===== config.mk =====
export PLATFORM = sky130hd
export DESIGN_NAME = shl_eval
export DESIGN_NICKNAME = d
export VERILOG_FILES = /design/src/sv/shl_pkg.sv /design/src/sv/shl_eval.sv
export SDC_FILE = /design/constraint.sdc
export NUM_CORES = 2
export LEC_CHECK = 0
export BUFFER_PORTS_ARGS = -buffer_cell sky130_fd_sc_hd__buf_2
export CORE_MARGIN = 10
export CORE_UTILIZATION = 65
export DETAILED_ROUTE_END_ITERATION = 16
export GPL_TIMING_DRIVEN = 0
export PLACE_DENSITY = 0.84
export SLEW_MARGIN = 10
export SYNTH_ARGS = -nofsm -noshare
export SYNTH_HDL_FRONTEND = slang
export SYNTH_SLANG_ARGS = --single-unit

===== constraint.sdc =====
create_clock -name clk -period 8.8 [get_ports clk]
set_input_delay 1.32 -clock clk [delete_from_list [all_inputs] [get_ports clk]]
set_output_delay 1.32 -clock clk [all_outputs]
set_load 0.01 [all_outputs]

===== src/sv/shl_pkg.sv =====
// Package with the shared types and constants of the screen head locator.
package shl_pkg;

	localparam int COORD_W = 19;
	localparam int SQ_W    = 34;
	localparam int DIST_W  = 35;
	localparam int HNUM_W  = 4;

	localparam logic [1:0] KIND_LOAD   = 2'd0;
	localparam logic [1:0] KIND_WINDOW = 2'd1;
	localparam logic [1:0] KIND_POINT  = 2'd2;

	localparam logic [1:0] REG_HEAD_COUNT = 2'd0;
	localparam logic [1:0] REG_MULTI_HEAD = 2'd1;

	typedef struct packed {
		logic [1:0]         kind;
		logic [2:0]         index;
		logic signed [15:0] pos_x;
		logic signed [15:0] pos_y;
		logic [15:0]        size_w;
		logic [15:0]        size_h;
	} req_t;

	typedef struct packed {
		logic [HNUM_W-1:0] head_number;
		logic              was_inside;
	} rsp_t;

	typedef struct packed {
		logic [1:0] addr;
		logic [3:0] value;
	} cfg_t;

	typedef struct packed {
		logic signed [15:0] x;
		logic signed [15:0] y;
		logic [15:0]        w;
		logic [15:0]        h;
	} head_t;

	typedef enum logic [1:0] {
		ST_IDLE,
		ST_SCAN,
		ST_DONE
	} state_t;

endpackage


===== src/sv/shl_eval.sv =====
// Per-entry containment and distance stages with the running search result.
module shl_eval #(
	parameter int NUM_W = 4
) (
	input  logic                               clk,
	input  logic                               arst_n,
	input  logic                               clear,
	input  logic                               valid_s1,
	input  logic [NUM_W-1:0]                   num_s1,
	input  shl_pkg::head_t                     head_s1,
	input  logic signed [shl_pkg::COORD_W-1:0] qx,
	input  logic signed [shl_pkg::COORD_W-1:0] qy,
	output logic                               busy,
	output logic                               found,
	output logic [NUM_W-1:0]                   found_num,
	output logic [NUM_W-1:0]                   best_num
);
	localparam int CW = shl_pkg::COORD_W;

	logic signed [CW-1:0] hx, hy, hw, hh, cx, cy;
	logic                 contain;

	logic                        v_s2, contain_s2;
	logic signed [CW-1:0]        dx_s2, dy_s2;
	logic [NUM_W-1:0]            num_s2;
	logic signed [2*CW-1:0]      prod_x, prod_y;

	logic                        v_s3, contain_s3;
	logic [shl_pkg::SQ_W-1:0]    sqx_s3, sqy_s3;
	logic [NUM_W-1:0]            num_s3;
	logic [shl_pkg::DIST_W-1:0]  dist_sum;

	logic                        found_q, have_best_q;
	logic [NUM_W-1:0]            found_num_q, best_num_q;
	logic [shl_pkg::DIST_W-1:0]  best_d_q;

	always_comb begin
		hx = CW'(head_s1.x);
		hy = CW'(head_s1.y);
		hw = signed'(CW'(head_s1.w));
		hh = signed'(CW'(head_s1.h));
		cx = hx + signed'(CW'(head_s1.w >> 1));
		cy = hy + signed'(CW'(head_s1.h >> 1));
		contain = (qx >= hx) && (qx < hx + hw) && (qy >= hy) && (qy < hy + hh);
	end

	always_ff @(posedge clk or negedge arst_n) begin
		if (!arst_n) begin
			v_s2 <= 1'b0;
		end else begin
			v_s2 <= valid_s1;
		end
	end

	always_ff @(posedge clk) begin
		contain_s2 <= contain;
		dx_s2      <= cx - qx;
		dy_s2      <= cy - qy;
		num_s2     <= num_s1;
	end

	assign prod_x = dx_s2 * dx_s2;
	assign prod_y = dy_s2 * dy_s2;

	always_ff @(posedge clk or negedge arst_n) begin
		if (!arst_n) begin
			v_s3 <= 1'b0;
		end else begin
			v_s3 <= v_s2;
		end
	end

	always_ff @(posedge clk) begin
		contain_s3 <= contain_s2;
		sqx_s3     <= prod_x[shl_pkg::SQ_W-1:0];
		sqy_s3     <= prod_y[shl_pkg::SQ_W-1:0];
		num_s3     <= num_s2;
	end

	assign dist_sum = {1'b0, sqx_s3} + {1'b0, sqy_s3};

	always_ff @(posedge clk or negedge arst_n) begin
		if (!arst_n) begin
			found_q     <= 1'b0;
			have_best_q <= 1'b0;
			found_num_q <= '0;
			best_num_q  <= '0;
			best_d_q    <= '0;
		end else if (clear) begin
			found_q     <= 1'b0;
			have_best_q <= 1'b0;
			found_num_q <= '0;
			best_num_q  <= '0;
		end else if (v_s3) begin
			if (!found_q && contain_s3) begin
				found_q     <= 1'b1;
				found_num_q <= num_s3;
			end
			// Strict compare keeps the lower-numbered head on a tie.
			if (!have_best_q || dist_sum < best_d_q) begin
				have_best_q <= 1'b1;
				best_num_q  <= num_s3;
				best_d_q    <= dist_sum;
			end
		end
	end

	assign busy      = v_s2 | v_s3;
	assign found     = found_q;
	assign found_num = found_num_q;
	assign best_num  = best_num_q;

	assert property (@(posedge clk) disable iff (!arst_n)
		v_s3 |-> $past(v_s2))
		else $error("stage three valid without stage two");

endmodule


# Word-level counts from Yosys, hierarchy flattened
# Cells that the tools add are included.
[classes] addsub=7 n_mul=2 div_mod_pow=0 order_cmp=5 n_eq_ne=0 n_shift=0 mux=12 n_bitwise=2 reduce_logical=13
[op_table] operator="multiplier 19 x 19 -> 34 bit" n=2
[op_table] operator="greater-or-equal comparator 19 x 16 -> 1 bit" n=2
[op_table] operator="less-than comparator 19 x 18 -> 1 bit" n=2
[op_table] operator="subtractor 17 x 19 -> 19 bit" n=2
[op_table] operator="adder 16 x 17 -> 18 bit" n=2
[op_table] operator="adder 34 x 34 -> 35 bit" n=1
[op_table] operator="less-than comparator 35 bit" n=1
[op_table] operator="adder 16 x 16 -> 17 bit" n=2
[op_table] operator="2-to-1 mux 4 bit" n=6
[op_table] operator="2-to-1 mux 1 bit" n=6
[op_table] operator="nonzero test 2 bit" n=3
[op_table] operator="logical AND 1 bit" n=4
[op_table] operator="AND reduction 2 bit" n=2
[op_table] operator="AND reduction 3 bit" n=1
[op_table] operator="zero test 1 bit" n=2
[op_table] operator="logical OR 1 bit" n=1
[op_table] operator="NOT 1 bit" n=1
[op_table] operator="OR 1 bit" n=1
[word_totals] register_bits=163 latch_bits=0 ram_bits=0 rom_bits=0 in_bits=110 out_inout_bits=10 wordCells=56 mem_count=0

# Depth between registers and ports, before layout
[logic_depth] word_depth=6 mapped_depth=26 mapped_depth_nobuf=24

# Least setup slack after synthesis
# Ideal clock, no wire load.
[synth_timing] kind="register to register" startpoint="reg dy_s2[15]" endpoint="reg sqy_s3[33] in the netlist's numbering" setup_time_ps=128 t_arrival_ps=6562 t_required_ps=8672 slack_ps=2110 stages_incl_launch_ff=24 path_buffers=2 synth_period_minus_slack_ps=6690 path_cell_list="dfxtp_1 -> clkbuf_1 -> buf_1 -> nand2_1 -> fa_1 -> inv_1 -> fa_1 -> inv_1 -> fa_1 -> inv_1 -> fa_1 -> fa_1 -> fa_1 -> fa_1 -> ha_1 -> a21o_1 -> a21o_1 -> a21oi_1 -> o2111ai_1 -> a211oi_1 -> o21ai_0 -> o41ai_2 -> mux2i_1 -> nand4_1"
[synth_between] elab_chain_len=1
[synth_lines] element="start: declaration" line_no="shl_eval.sv:24" rtl="logic signed [CW-1:0] dx_s2, dy_s2;"
[synth_lines] element="start signal: assignment" line_no="shl_eval.sv:58" rtl="dy_s2 <= cy - qy;"
[synth_lines] element="multiplier 19 x 19 -> 34 bit" line_no="shl_eval.sv:63" rtl="assign prod_y = dy_s2 * dy_s2;"
[synth_lines] element="named net prod_y[33]" line_no="shl_eval.sv:26" rtl="logic signed [2*CW-1:0] prod_x, prod_y;"
[synth_lines] element="end signal: assignment" line_no="shl_eval.sv:76" rtl="sqy_s3 <= prod_y[shl_pkg::SQ_W-1:0];"
[synth_lines] element="end: declaration" line_no="shl_eval.sv:29" rtl="logic [shl_pkg::SQ_W-1:0] sqx_s3, sqy_s3;"
# The timed path passes the listed nets, and every way through them passes these cells.
# A chain may end at the register's enable or synchronous reset.

# Final worst setup path
[layout_timing] startpoint="reg dy_s2[7]" endpoint="reg sqy_s3[33] in the netlist's numbering"
# The elaborated chain is that of the path after synthesis.

==> metrics <==
Post-CTS Setup Repair Bufs 0; Max Buffers Root-to-Sink 2; gr usage total 24.92%; Fmax 123.4 MHz; post-route clock period utilization 92.07%; initial antenna violation count 0; Area Overhead vs Synth 5.946%; post-route setup TNS 0 ns; CTS Hold Bufs 0; CTS H-Tree Depth 4; status finished, final reports clean; # resized after CTS 0; first drt pass iteration count 6; Root Buffer clkbuf_16; final-report hold violation count 0; filler instances 3,718; commonest non-fill, non-tap cells in the layout inv_1, fa_1, ha_1, nand2_1, xnor2_1; Cells after Synth 3,624; Seq/Total Area, Yosys 10.14%; Total Wirelength 75.69 mm; cells on worst reg2reg path 23; Cell Area, Synth 34,090 um2; largest net degree at the start of global routing 48; RSZ-0062 raised after global routing false; Clock Sink Count 161; vias 24,800; clk_skew 0.01149 ns; hold endpoint num_s3[1]$_DFF_P_; relative slew slack 25.06%; first-pass GRT wire length 127.9 mm; Top FF cell, synth dfxtp_1; most frequent cell on the critical path fa_1; I/O Pins 120; final setup vio count 0; Routed wire per std cell 16.99 um; CORE AREA 51,610 um2; CP Launch Type register; Die Ht 249.0 um; CP cell instances clkbuf_1 > clkbuf_1 > nand2_1 > fa_1 > inv_1 > fa_1 > inv_1 > fa_1 > inv_1 > fa_1 > fa_1 > fa_1 > fa_1 > ha_1 > a21o_1 > a21o_1 > a21oi_1 > o2111ai_1 > a211oi_1 > o21ai_0 > o41ai_2 > mux2i_1 > nand4_1; gr ovfl total 0; nets 4,955; Die ar. 62,010 um2; Tightest Hold Check Type register to register; commonest non-fill, non-tap cell in the layout inv_1; WS Path Type register to register; FF-to-FF setup slack 0.70 ns; Crit path required time 9.14 ns; Hold Path Origin num_s2[1]$_DFF_P_; vias in the first global route 26,930; final setup margin 0.6975 ns; Post-DRT Antenna Nets 0; vias per cell 5.566; reg2reg start dy_s2[7]$_DFF_P_; synth top area cells fa_1, ha_1, inv_1, dfxtp_1, xnor2_1; Slowest-stage cell, CP fa_1; Worst-path clk slew 0.07 ns; max_cap viols 0; Clk Latency, worst-skew pair 0.46 ns; syn_nets 4,817; r2r endpoint sqy_s3[33]$_DFF_P_; hold-critical path depth 0; minimum clock period 8.102 ns; Yosys reg bits 161; Critical Path Max Stage Delay 0.60 ns; share of layout cells above drive strength 1 5.854%; TritonCTS clock tree done; 1st-iter DRT viols 1,460; asr flop ratio synth 29.19%; top cell type's share of synthesized area 37.58%; starting density of the core 66.05%; Netlist cell types 77; EDFF count, synth 0; synthesized area per cell 9.407 um2; Die Width 249.0 um; Slew @ Worst Pin 1.124 ns; fin. max-slew vios 0; Num CTS Buffers 17; row count 83; Crit. End Element register; IO buf count 119; Place WS 0.9241 ns; Final HPWL DP 65.44 mm; Yosys top cell by area fa_1; Post-route DRC 0; Yosys warning total 0; crit path max fanout 10; Worst EP arrival 8.45 ns; GP Congestion 0.9720
-- final cells by class --
class	count	area, um2	area share [%]
diodes	1	2.502	0.006929
repair buffers	119	595.6	1.649
clock inverters	12	108.9	0.3014
plain buffers	79	310.3	0.8591
well taps	680	850.8	2.356
clock buffers	20	467.9	1.296
inverters	907	3405	9.426
flip-flops and latches	161	3458	9.575
multi-input cells	2477	26920	74.53
-- synthesized netlist by cell type (42+ instances only) --
cell type	instances
dfrtp_1	47
xnor2_1	148
nor2_1	127
a21oi_1	117
dfxtp_1	114
fa_1	640
nand2_1	286
ha_1	443
o21ai_0	62
xor2_1	42
inv_1	907
and2_1	103
clkbuf_1	71
a21o_1	84
-- how the worst max path moves through the flow --
stage                         endpoint               from  cells past startpoint  slack (ns)
floorplan           sqy_s3[33]$_DFF_P_  dy_s2[15]$_DFF_P_                     23        2.11
global placement    sqy_s3[33]$_DFF_P_   dy_s2[5]$_DFF_P_                     23        0.94
detailed placement  sqy_s3[33]$_DFF_P_   dy_s2[5]$_DFF_P_                     23        0.92
CTS                 sqy_s3[33]$_DFF_P_   dy_s2[5]$_DFF_P_                     23        0.88
global route        sqx_s3[33]$_DFF_P_   dx_s2[4]$_DFF_P_                     21        0.35
finish              sqy_s3[33]$_DFF_P_   dy_s2[7]$_DFF_P_                     23        0.70
-- kinds of logic after synthesis --
group | count (synthesis) | share of synthesized area [%]
AND/OR/NAND/NOR | 727 | 10.13
adder cells (fa/ha/maj) | 1083 | 53.84
multiplexers | 43 | 1.398
XOR/XNOR | 190 | 4.881
buffers and inverters | 986 | 10.90
flip-flops | 161 | 10.14
AO/OA/AOI/OAI | 434 | 8.710
-- per-layer routing --
metal  wire, um  share of wire (%)  track usage, %
met1      30350                 40           31.04
met2      36880                 49           42.39
met3       5665                7.5           4.593
met4       2798                3.7           9.546
met5          0                  0               0
-- metrics by stage --
stage	hold slack [ns]	util, %	instances	instance area (um2)
finish	0.3289	69.98	4456	36120
global route	0.3449	69.97	4455	36110
CTS	0.3308	69.97	4455	36110
detailed placement	0.3143	68.85	4423	35540
global placement	0.3099	68.85	4423	35540
floorplan	0.3096	-	3624	34090
-- flip-flops by register name, summed over array words and instances (netlist names), 4 cells and up --
signal and count:
found_num 4, best_num 4, dy_s2 19, best_d_q 35, sqy_s3 33, num_s3 4, num_s2 4, dx_s2 19
sqx_s3 33
-- critical path: cells and delay by family (launching register included) --
family                   cells  cell delay (ns)
AO/OA/AOI/OAI                7             1.82
adder cells (fa/ha/maj)      8             3.83
buffers and inverters        5             1.22
flip-flops                   1             0.55
multiplexers                 1             0.22
AND/OR/NAND/NOR              2             0.34
Power is not shown: default switching activity piles up to over one toggle a cycle in this logic, so the estimate is an artifact.
