**config.mk**
```make
export PLATFORM = sky130hd
export DESIGN_NAME = shl_ram
export DESIGN_NICKNAME = d
export VERILOG_FILES = /design/src/sv/shl_ram.sv
export SDC_FILE = /design/constraint.sdc
export NUM_CORES = 1
export LEC_CHECK = 0
export BUFFER_PORTS_ARGS = -buffer_cell sky130_fd_sc_hd__clkbuf_2
export CELL_PAD_IN_SITES_DETAIL_PLACEMENT = 0
export CELL_PAD_IN_SITES_GLOBAL_PLACEMENT = 1
export CORE_MARGIN = 2
export CORE_UTILIZATION = 26
export CTS_CLUSTER_DIAMETER = 150
export CTS_CLUSTER_SIZE = 28
export DETAILED_ROUTE_END_ITERATION = 10
export HOLD_SLACK_MARGIN = 0.05
export PLACE_DENSITY_LB_ADDON = 0.1
export SYNTH_ARGS = -nofsm -noshare
export SYNTH_HDL_FRONTEND = slang
export SYNTH_SLANG_ARGS = --single-unit
```
**constraint.sdc**
```tcl
create_clock -name clk -period 5.5 [get_ports clk]
set_input_delay 0.275 -clock clk [delete_from_list [all_inputs] [get_ports clk]]
set_output_delay 0.275 -clock clk [all_outputs]
set_load 0.01 [all_outputs]
```
**src/sv/shl_ram.sv**
```systemverilog
// Generic single-write, single-read RAM with registered read data.
module shl_ram #(
	parameter int WIDTH = 64,
	parameter int DEPTH = 8,
	parameter int AW    = (DEPTH > 1) ? $clog2(DEPTH) : 1
) (
	input  logic             clk,
	input  logic             we,
	input  logic [AW-1:0]    waddr,
	input  logic [WIDTH-1:0] wdata,
	input  logic [AW-1:0]    raddr,
	output logic [WIDTH-1:0] rdata
);
	logic [WIDTH-1:0] mem [DEPTH];

	always_ff @(posedge clk) begin
		if (we) begin
			mem[waddr] <= wdata;
		end
		rdata <= mem[raddr];
	end
endmodule

```
After elaboration in Yosys (flattened, before gate mapping)
Memories as Yosys holds them, arrays and structs flattened. A register that Yosys moved wholly into a read port is not among the register bits.
Index checks and enable logic that the tools add are counted.
{"block": "op_classes", "addsub": 0, "multipliers": 0, "div_mod_pow": 0, "n_lt_le_gt_ge": 0, "eq_ne": 0, "shifts": 0, "muxes": 2, "bitwise_logic": 0, "reduce_logical": 0}
{"operator": "$mux 1", "count": 2}
{"block": "word_totals", "register_bits": 0, "latch_bits": 0, "mem_bits_rw": 512, "rom_bits": 0, "output_inout_bits": 64, "wordCells": 3, "memories": 1}
{"name": "mem", "words": 8, "width": 64, "read_ports": 1, "rd_ports_with_merged_regs": 1, "wr": 1, "line": "14", "source": "logic [WIDTH-1:0] mem [DEPTH];"}

Logic depth before layout (Yosys ltp)
Gate-level depths: netlist of run 1.
{"block": "logic_depth", "word_depth": 2, "depth_mapped": 4, "depth_no_buf": 2}

Worst setup path before layout of run 1
Ideal clock, no wire load.
{"block": "synth_timing", "path_type": "input to register", "start": "input waddr[2]", "end": "memory mem[0][0] (enable)", "setup_time_ns": 0.565, "arrival_time_ns": 4.805, "path_slack_ns": 0.129, "stages": 2, "path_cell_list": "nand2b_1 -> nor3_1"}
{"item": "from (decl)", "line": "9", "source": "input logic [AW-1:0] waddr,"}
{"item": "to (decl)", "line": "14"}
Straight into the memory's write port.

==> results.md, run 1 <==
* Met1 Resource Use GR at 0.146
* Worst Hold Class: input pin to register
* Initial antenna violation count at 3
* Final wirelength at 45700 um
* DR pass1 iterations at 4
* Achievable frequency at between 400 and 500 MHz
* Final ANT Viol Nets at 0
* Number of I/O port buffers at 135
* Mapped Area at 20500 sq um
* Seq/Total Area, Yosys at 0.811
* Peak supply drop at 0.175 mV
* Seq cells post-synth at roughly 580
* Global placement routability congestion at roughly 0.64
* Hold Vio Cnt, Final at 0
* Post-route DRC violation count at 0
* Die ar. at 81300 sq um
* Post-Syn Nets at about 890
* Die Ht at roughly 290 um
* CTS tree: yes
* Fin cells at 2094
* # rows at about 100
* Core Area at a little under 80000 sq um
* Global-route wire length before repair at between 60000 and 70000 um
* Nets at between 1000 and 1500
* Slew Limit Headroom at 0.336
* Commonest non-fill, non-tap cell in the layout: edfxtp_1
* Multi-input logic area at roughly 3700 sq um
* GRT Max-Usage Layer: met2
* Pwr/cell area at roughly 320 nW/um^2
* Dpl hpwl at around 23000 um
* Grt met3 use at 0.0169
* CTS Buf Count at 24
* CTS root buffer: clkbuf_16
* Critical path required time at between 5 and 6 ns
* Status: complete, no violations
* Crit. End Element: register
* Via density at approximately 4.1
* Vias in the first global route at approximately 9500
* Longest Clk Path Bufs at 3
* Layout cells sized above 1 at 0.365
* Crit path kind: input pin to register
* Post-synthesis cell count at 816
* Crit-path leading delay family: buffers and inverters
* Clock slew at reported path FFs at around 0.11 ns
* DR iter-0 viols at between 600 and 700
* Max-cap check violation count at 0
* Total GRT Usage at 0.112
* Register area at between 15000 and 20000 sq um
* Least-Margin Pin Slew at between 0.9 and 1 ns
* Total number of vias at between 8000 and 9000
* Worst-skew pair later-pin latency at slightly below 0.6 ns
* Worst Path Arrival at 2.54 ns
* Slowest library cell on the worst path: clkbuf_8
* Avg Synthesized Cell Area at ~25 sq um
* WL/cell at about 22 um
* Crit path max fanout at 70
* Startpoint types: input pin
* Ys Warns at 0
* Postcts setup bufs at 0
* Max H-tree Level at 1
* Most frequent cells in the layout: edfxtp_1, clkbuf_2, mux4_2
* # fillers at between 7000 and 8000
* Max Clock Skew at around 0.015 ns
* Grt ovf at 0
* Max incr delay on CP at roughly 0.71 ns
* Netlist cell types at 13
* Initial Util at 0.261
* Sink Count at around 580
* Min Clock Period, post-route at around 2.1 ns
* Ports at 136
* TNS Setup at 0 ns
* Setup-failing EPs final at 0
* Pin count of the biggest net entering global routing at around 130
* CP Cell Sequence: clkbuf_8 -> buf_4 -> mux4_2 -> mux2_2
* Period utilisation layout at 0.374
* Unrepaired setup endpoints after global routing: false
* CP bufs+invs at 2
* Pleak at 0.00756 uW
* Met2 usage at 0.199
* Placed insts at slightly below 2000
* Pins Over Slew Limit at 0
* Area grow syn2layout at 16.4%
* Die width at roughly 290 um
## final cells by class
| class | instances | share of cell area |
|---|---|---|
| Clock inverter | 1 | 0.000680 |
| Tap cell | 1050 | 0.0549 |
| Clock buffer | 42 | 0.0288 |
| Sequential cell | 576 | 0.697 |
| Multi-Input combinational cell | 205 | 0.155 |
| Timing Repair Buffer | 218 | 0.0633 |
| Antenna cell | 2 | 0.000209 |
## through the flow
step | worst slack (ns) | hold slack [ns] | instance area, sq um | util | power (uW)
detailed placement | 2.71 | 0.563 | 22600 | 0.287 | 5600
finish | 3.44 | 0.374 | 23900 | 0.304 | 7690
floorplan | 0.129 | 0.374 | 20500 | - | 5360
global route | 3.27 | 0.359 | 23900 | 0.304 | 8010
CTS | 3.37 | 0.339 | 23900 | 0.304 | 7850
global placement | 2.72 | 0.564 | 22600 | 0.287 | 5590
## routing by layer
layer	wire [um]	share of wire
met3	1340	0.029
met1	20100	0.44
met2	23500	0.52
met5	11	0.00024
met4	660	0.014
## worst min-delay path, delay by kind of cell
kind / cells / cell delay (ns)
buffers and inverters: 1 / 0.13
and+or+nand+nor: 2 / 0.35
## power breakdown
group / internal [uW] / switching, uW
combinational: 250 / 275
clock: 871 / 1310
sequential: 4930 / 49.4
## path summary, 6_finish.rpt
| check | from | end | slack, ns | depth (start not counted) |
|---|---|---|---|---|
| worst max-delay path | raddr[0] | rdata[41] | 3.44 | 4 |
| worst max register to register | mem[7][22] | rdata[22] | 4.23 | 2 |
| worst min-delay path | waddr[0] | mem[3][29] | 0.37 | 3 |
| worst min register to register | mem[5][10] | rdata[10] | 0.68 | 2 |
## synthesized netlist by cell type
cell | n | area, sq um
clkbuf_1 | 9 | 33.8
nand2_1 | 2 | 7.51
buf_6 | 11 | 124
buf_1 | 9 | 33.8
dfxtp_1 | 64 | 1280
edfxtp_1 | 512 | 15400
buf_2 | 3 | 15.0
mux2_2 | 64 | 721
buf_4 | 3 | 22.5
nor3_1 | 2 | 10.0
nor2_1 | 6 | 22.5
mux4_2 | 128 | 2880
nand2b_1 | 3 | 18.8
## logic make-up after synthesis
group                  synth area share
multiplexers                      0.175
flip-flops                        0.811
AND/OR/NAND/NOR                 0.00286
buffers and inverters            0.0111
## flip-flops by register name (all words and copies together) (netlist names)
name / flops
mem: 512
rdata: 64
## repair_timing
item | in CTS | in global routing
setup endpoints to repair | 0 | 0
hold buffers | 64 | 0
hold endpoints to repair | 512 | 0
resized for setup | 0 | 0
(Power assumes the default switching activity.)
==> run 2, diff against run 1 <==
- clock period: 5.5 -> 2.1 ns (I/O delays scaled with it)
==> run 2 against run 1 <==
Global-route usage increased by 0.52 points. Via count increased by 2.6%. Cell area increased by 3.1%. Routed wire length increased by 3.6%. Critical endpoint is now mem[6][8]. Largest cell class unchanged.
==> results.md, run 2 (synthesis results as in run 1) <==
* Number of I/O port buffers at 135 (unchanged)
* Crit-path leading delay family: buffers and inverters
* Status: complete, no violations
* Max Clock Skew at 0.0153 ns (+0.000100 ns)
* Global placement routability congestion at 0.634 (-1.4%)
* Final wirelength at 47300 um (+3.6%)
* DR iter-0 viols at 440 (-29%)
* Die ar. at 81300 sq um (unchanged)
* Total number of vias at 8844 (+2.6%)
* Vias in the first global route at 9742 (+2.0%)
* Worst-skew pair later-pin latency at 0.58 ns (about the same)
* Area grow syn2layout at 20.0%
* WL/cell at 22.2 um (+1.8%)
* Initial antenna violation count at 2 (-1)
* Util after Layout at 0.314 (+0.00936)
* Most flop-heavy register: mem
* Register area at 16700 sq um (unchanged)
* Startpoint types: input pin
* Min Clock Period, post-route at roughly 1.8 ns
* Pleak at 0.00787 uW (+4.1%)
* Post-CTS Resized at 0 (unchanged)
* Crit path kind: input pin to register
* Multi-input logic area at 3750 sq um (+0.98%)
* Longest Clk Path Bufs at 3 (unchanged)
* Via density at 4.15 (+0.83%)
* Clock slew at reported path FFs at 0.11 ns (about the same)
* Hold buffers post-CTS at 68 (+6.3%)
* Max H-tree Level at 1 (unchanged)
* Final hold slack at 0.0994 ns (-0.274 ns)
* Slowest library cell on the worst path: dlygate4sd3_1
* Peak supply drop at 0.607 mV (+250%)
* Slew Limit Headroom at 0.618 (+0.282)
* Nets at 1134 (+3.4%)
* N_diodes at 0 (-2)
* Crit-path most repeated cell: dlygate4sd3_1
* # rows at 103 (unchanged)
* Dpl hpwl at 27800 um (+21%)
* CP Cell Sequence: dlygate4sd3_1 -> clkbuf_2 -> nand2_8 -> dlygate4sd3_1 -> nor2_4 -> buf_12
* Setup-failing EPs final at 0 (unchanged)
* Global-route wire length before repair at 70000 um (+4.5%)
* Crit. End Element: register
* Sink Count at 576 (unchanged)
* # fillers at 7613 (-0.053%)
* Top Registers: mem (512), rdata (64)
* Max incr delay on CP at 0.61 ns (-0.10 ns)
* Max FFs per register at 512 (unchanged)
* Initial Util at 0.261 (unchanged)
* Die width at 285 um (unchanged)
* Core Area at 78600 sq um (unchanged)
* Max-cap check violation count at 0 (unchanged)
* R2R Setup Slk at 0.84 ns (-3.39 ns)
* Period utilisation layout at 0.867
* Commonest non-fill, non-tap cell in the layout: edfxtp_1
* Pins Over Slew Limit at 0 (unchanged)
* Worst Hold Class: input pin to register
* Ports at 136 (unchanged)
* Unrepaired setup endpoints after global routing: false
* Hold Vio Cnt, Final at 0 (unchanged)
* Postcts setup bufs at 0 (unchanged)
* CTS tree: yes
* Most frequent cells in the layout: edfxtp_1, clkbuf_2, mux4_2
* Crit path max fanout at 22 (-69%)
* CP bufs+invs at 4 (+2)
* Die Ht at 285 um (unchanged)
* Post-route DRC violation count at 0 (unchanged)
* Grt ovf at 0 (unchanged)
* Final ANT Viol Nets at 0 (unchanged)
* CTS Buf Count at 24 (unchanged)
* CTS root buffer: clkbuf_16
* Least-Margin Pin Slew at 0.572 ns (-0.424 ns)
* Worst Path Arrival at 2.09 ns (-0.45 ns)
* Layout cells sized above 1 at 0.384 (+0.0196)
* Total GRT Usage at 0.117 (+0.00520)
* Pin count of the biggest net entering global routing at 47 (-64%)
* DR pass1 iterations at 4 (unchanged)
* Pwr/cell area at 823 nW/um^2 (+160%)
* Achievable frequency at roughly 550 MHz
* Critical path required time at 2.37 ns (-3.61 ns)
run 2: cell count changes in the layout (fill, tap and decap cells not counted):
| cell | previous run | this run |
|---|---|---|
| buf_12 | 3 | 36 |
| dlygate4sd3_1 | 64 | 68 |
| diode_2 | 2 | 0 |
| nor3_2 | 2 | 0 |
| nor3_4 | 0 | 2 |
| clkbuf_1 | 17 | 18 |
| nand2_1 | 2 | 1 |
| nand2_8 | 0 | 1 |
| nand2b_1 | 3 | 2 |
| nand2b_4 | 0 | 1 |
run 2: where the power goes:
| part | internal (uW) | switching, uW |
|---|---|---|
| registers | 12900 | 133 |
| clock network | 2290 | 3440 |
| logic | 742 | 754 |
run 2: worst register-to-register path, stage by stage (launching register included):
cell and delay, ns:
edfxtp_1 0.37, mux4_2 0.48, mux2_2 0.31
run 2: final timing paths:
| check | start | to | cells past startpoint |
|---|---|---|---|
| worst max-delay path | waddr[2] | mem[6][8] | 6 |
| worst min-delay path | we | mem[7][24] | 3 |
| worst max register to register | mem[7][18] | rdata[18] | 2 |
| worst min register to register | mem[2][8] | rdata[8] | 2 |
run 2: layout make-up:
type                       count  area share
tap                         1050      0.0533
clock buffer                  43      0.0281
sequential                   576       0.676
timing repair buffer         255      0.0899
multi-input combinational    205       0.152
clock inverter                 1    0.000660
run 2: per-layer routing:
metal,track usage,wire (um)
met2,0.204,24200
met4,0.0238,703
met5,0,24
met3,0.0140,1250
met1,0.157,21100
run 2: metrics by stage:
step | instances | setup WS [ns] | cell area [sq um] | setup TNS, ns | power [uW]
global route | 2130 | 0.243 | 24600 | 0 | 21100
floorplan | 816 | -0.280 | 20600 | -99.59 | 14000
detailed placement | 2018 | 0.435 | 23300 | 0 | 14800
finish | 2130 | 0.280 | 24600 | 0 | 20300
global placement | 2018 | 0.439 | 23300 | 0 | 14800
CTS | 2130 | 0.296 | 24600 | 0 | 20700
==> run 3, diff against run 2 <==
- ABC_AREA: unset -> 1
==> run 3 against run 2 <==
Utilization down 1.1 points. Cell area up 11%. Sequential power about the same. Global-route usage up 1.1 points. Critical endpoint is now rdata[0]. Cell count up 72%. Non-clock buffer count down 14. Register-to-register slack better by 0.26 ns. Count of clock-buffer cells in the layout unchanged. Critical path type unchanged. Total power up 2.2%. Largest cell class unchanged. Routed wire length up 27%.
==> results.md, run 3 <==
* Status: complete, no violations
* Top Registers: mem (512), rdata (64)
* Largest cells by area after synthesis: edfxtp_1, nand2_1, inv_1, dfxtp_1, nand3_1
* Crit. End Element: register
* Most frequent cells in the layout: nand2_1, inv_1, edfxtp_1
* Final ANT Viol Nets at 0 (unchanged)
* Max H-tree Level at 1 (unchanged)
* Pins Over Slew Limit at 0 (unchanged)
* DR iter-0 viols at 693 (+57%)
* Avg Synthesized Cell Area at 10.3 sq um (-59%)
* Commonest non-fill, non-tap cell in the layout: nand2_1
* Initial antenna violation count at 3 (+1)
* WL/cell at 16.4 um (-26%)
* Seq/Total Area, Yosys at 0.704 (-0.107)
* Cell taking the most area after synthesis: edfxtp_1
* Grt ovf at 0 (unchanged)
* Global placement routability congestion at 0.676 (+6.7%)
* Global-route wire length before repair at 91900 um (+31%)
* Ports at 136 (unchanged)
* Least-Margin Pin Slew at 0.641 ns (+0.0683 ns)
* DR pass1 iterations at 5 (+1)
* Overall power at 20700 uW (+2.2%)
* Nets at 2535 (+120%)
* Die width at 306 um (+7.2%)
* Crit path max fanout at 36 (+64%)
* CTS root buffer: clkbuf_16
* Post-Syn Nets at 2366 (+170%)
* Seq cells post-synth at 576 (unchanged)
* CTS Buf Count at 24 (unchanged)
* Top FF cell, synth: edfxtp_1
* Clock slew at reported path FFs at 0.12 ns (about the same)
* Layout cells sized above 1 at 0.0850 (-0.299)
* Fin area at 27200 sq um (+11%)
* Die Ht at 306 um (+7.2%)
* Number of I/O port buffers at 135 (unchanged)
* Via density at 3.98 (-4.2%)
* Setup-failing EPs final at 0 (unchanged)
* Critical path required time at 2.61 ns (+0.24 ns)
* Worst-skew pair later-pin latency at 0.59 ns (about the same)
* Final hold slack at 0.196 ns (+0.0965 ns)
* Crit path kind: input pin to register
* Max FFs per register at 512 (unchanged)
* Post-synth ARST share at 0 (unchanged)
* Netlist cell types at 12 (-1)
* Longest Clk Path Bufs at 3 (unchanged)
* Die ar. at 93400 sq um (+15%)
* Pleak at 0.0122 uW (+55%)
* Post-route DRC violation count at 0 (unchanged)
* Top-area cell type share of the netlist area at 0.650 (-0.0984)
* Slew Limit Headroom at 0.572 (-0.0457)
* Vias in the first global route at 14500 (+49%)
* Most flop-heavy register: mem
* Pin count of the biggest net entering global routing at 103 (+120%)
* Most common library cells after synthesis: nand2_1, inv_1, edfxtp_1
* Peak supply drop at 0.603 mV (-0.76%)
* Number of flops mapped to enable cells by yosys at 512 (unchanged)
* Worst Path Arrival at 1.96 ns (-0.13 ns)
* Hold Vio Cnt, Final at 0 (unchanged)
* Ys Warns at 0 (unchanged)
* Count leader, synth: nand2_1
* Unrepaired setup endpoints after global routing: false
* Total GRT Usage at 0.128 (+0.0114)
* Min Clock Period, post-route at 1.46 ns (-0.364 ns)
* Max-cap check violation count at 0 (unchanged)
* Post-synthesis cell count at 2294 (+180%)
* Area grow syn2layout at 15.1%
* Max Clock Skew at 0.0209 ns (+0.00554 ns)
* Total number of vias at 14600 (+65%)
* Initial Util at 0.262 (+0.00106)
* Sink Count at 576 (unchanged)
* Startpoint types: input pin
* Worst Hold Class: input pin to register
* # rows at 110 (+6.8%)
* CTS tree: yes
* Period utilisation layout at 0.693 (-0.173)
* Mapped Area at 23700 sq um (+15%)
* Cell area after placement at 25900 sq um (+11%)
* Core Area at 90100 sq um (+15%)
* Final wirelength at 60100 um (+27%)
* Achievable frequency at 687 MHz (+25%)
* Pwr/cell area at 761 nW/um^2 (-7.5%)
* Dpl hpwl at 31600 um (+14%)
* TNS Setup at 0 ns (unchanged)
-- run 3: cell count changes after synthesis --
cell	before	now
buf_1	9	4
buf_2	3	54
nand3_1	0	256
nand2_1	2	838
mux2_2	64	0
nor3_1	2	0
inv_1	0	516
nand2b_1	3	0
mux4_2	128	0
buf_6	11	13
buf_4	3	18
nor2_1	6	8
inv_2	0	2
-- run 3: cell families after synthesis --
group                  count (synthesis)  synth area share
flip-flops                           576             0.704
AND/OR/NAND/NOR                     1102             0.188
buffers and inverters                616             0.108
-- run 3: final cells by class --
class	count	area (sq um)
sequential	576	16700
fill	9310	62900
multi-input combinational	1102	4520
inverter	518	1960
tap	1176	1470
timing repair buffer	241	1930
clock buffer	43	693
clock inverter	1	16.3
antenna	1	2.50
-- run 3: per-layer routing --
layer	routed length [um]	up-vias	global-route usage
met5	27	-	0
met4	646	4	0.0192
met3	1580	36	0.0134
met2	28500	149	0.217
met1	29400	6953	0.181
li1	-	7409	-
-- run 3: power by group --
part	switching, uW	internal (uW)
clock network	3580	2290
logic	1200	598
registers	133	12900
total	4910	15800
-- run 3: what timing repair did --
action	in CTS	in global routing
hold buffers	67	0
endpoints found under the hold margin	525	0
setup buffers	0	0
resized for setup	0	0
-- run 3: worst max-delay path, stage by stage --
cell and delay [ns]:
dlygate4sd3_1 0.54, clkbuf_8 0.23, inv_8 0.27, buf_4 0.37, nand2_1 0.10, nand3_1 0.08, nand2_1 0.09, nand2_1 0.08
nand2_1 0.06
-- run 3: path summary, 6_finish.rpt --
kind                                  from         end  slack, ns  depth (start not counted)
worst min register to register  mem[0][63]   rdata[63]       0.63                          6
worst min-delay path              waddr[1]  mem[1][23]       0.20                          4
worst max register to register  mem[7][31]   rdata[31]       1.10                          6
worst max-delay path              raddr[0]    rdata[0]       0.64                          9
-- run 3: through the flow --
stage	setup WS, ns	utilization	cells
after floorplan	-0.285	-	2294
after global placement	0.459	0.287	3546
after detailed placement	0.445	0.287	3546
after CTS	0.627	0.302	3657
after global routing	0.498	0.302	3658
final	0.644	0.302	3658
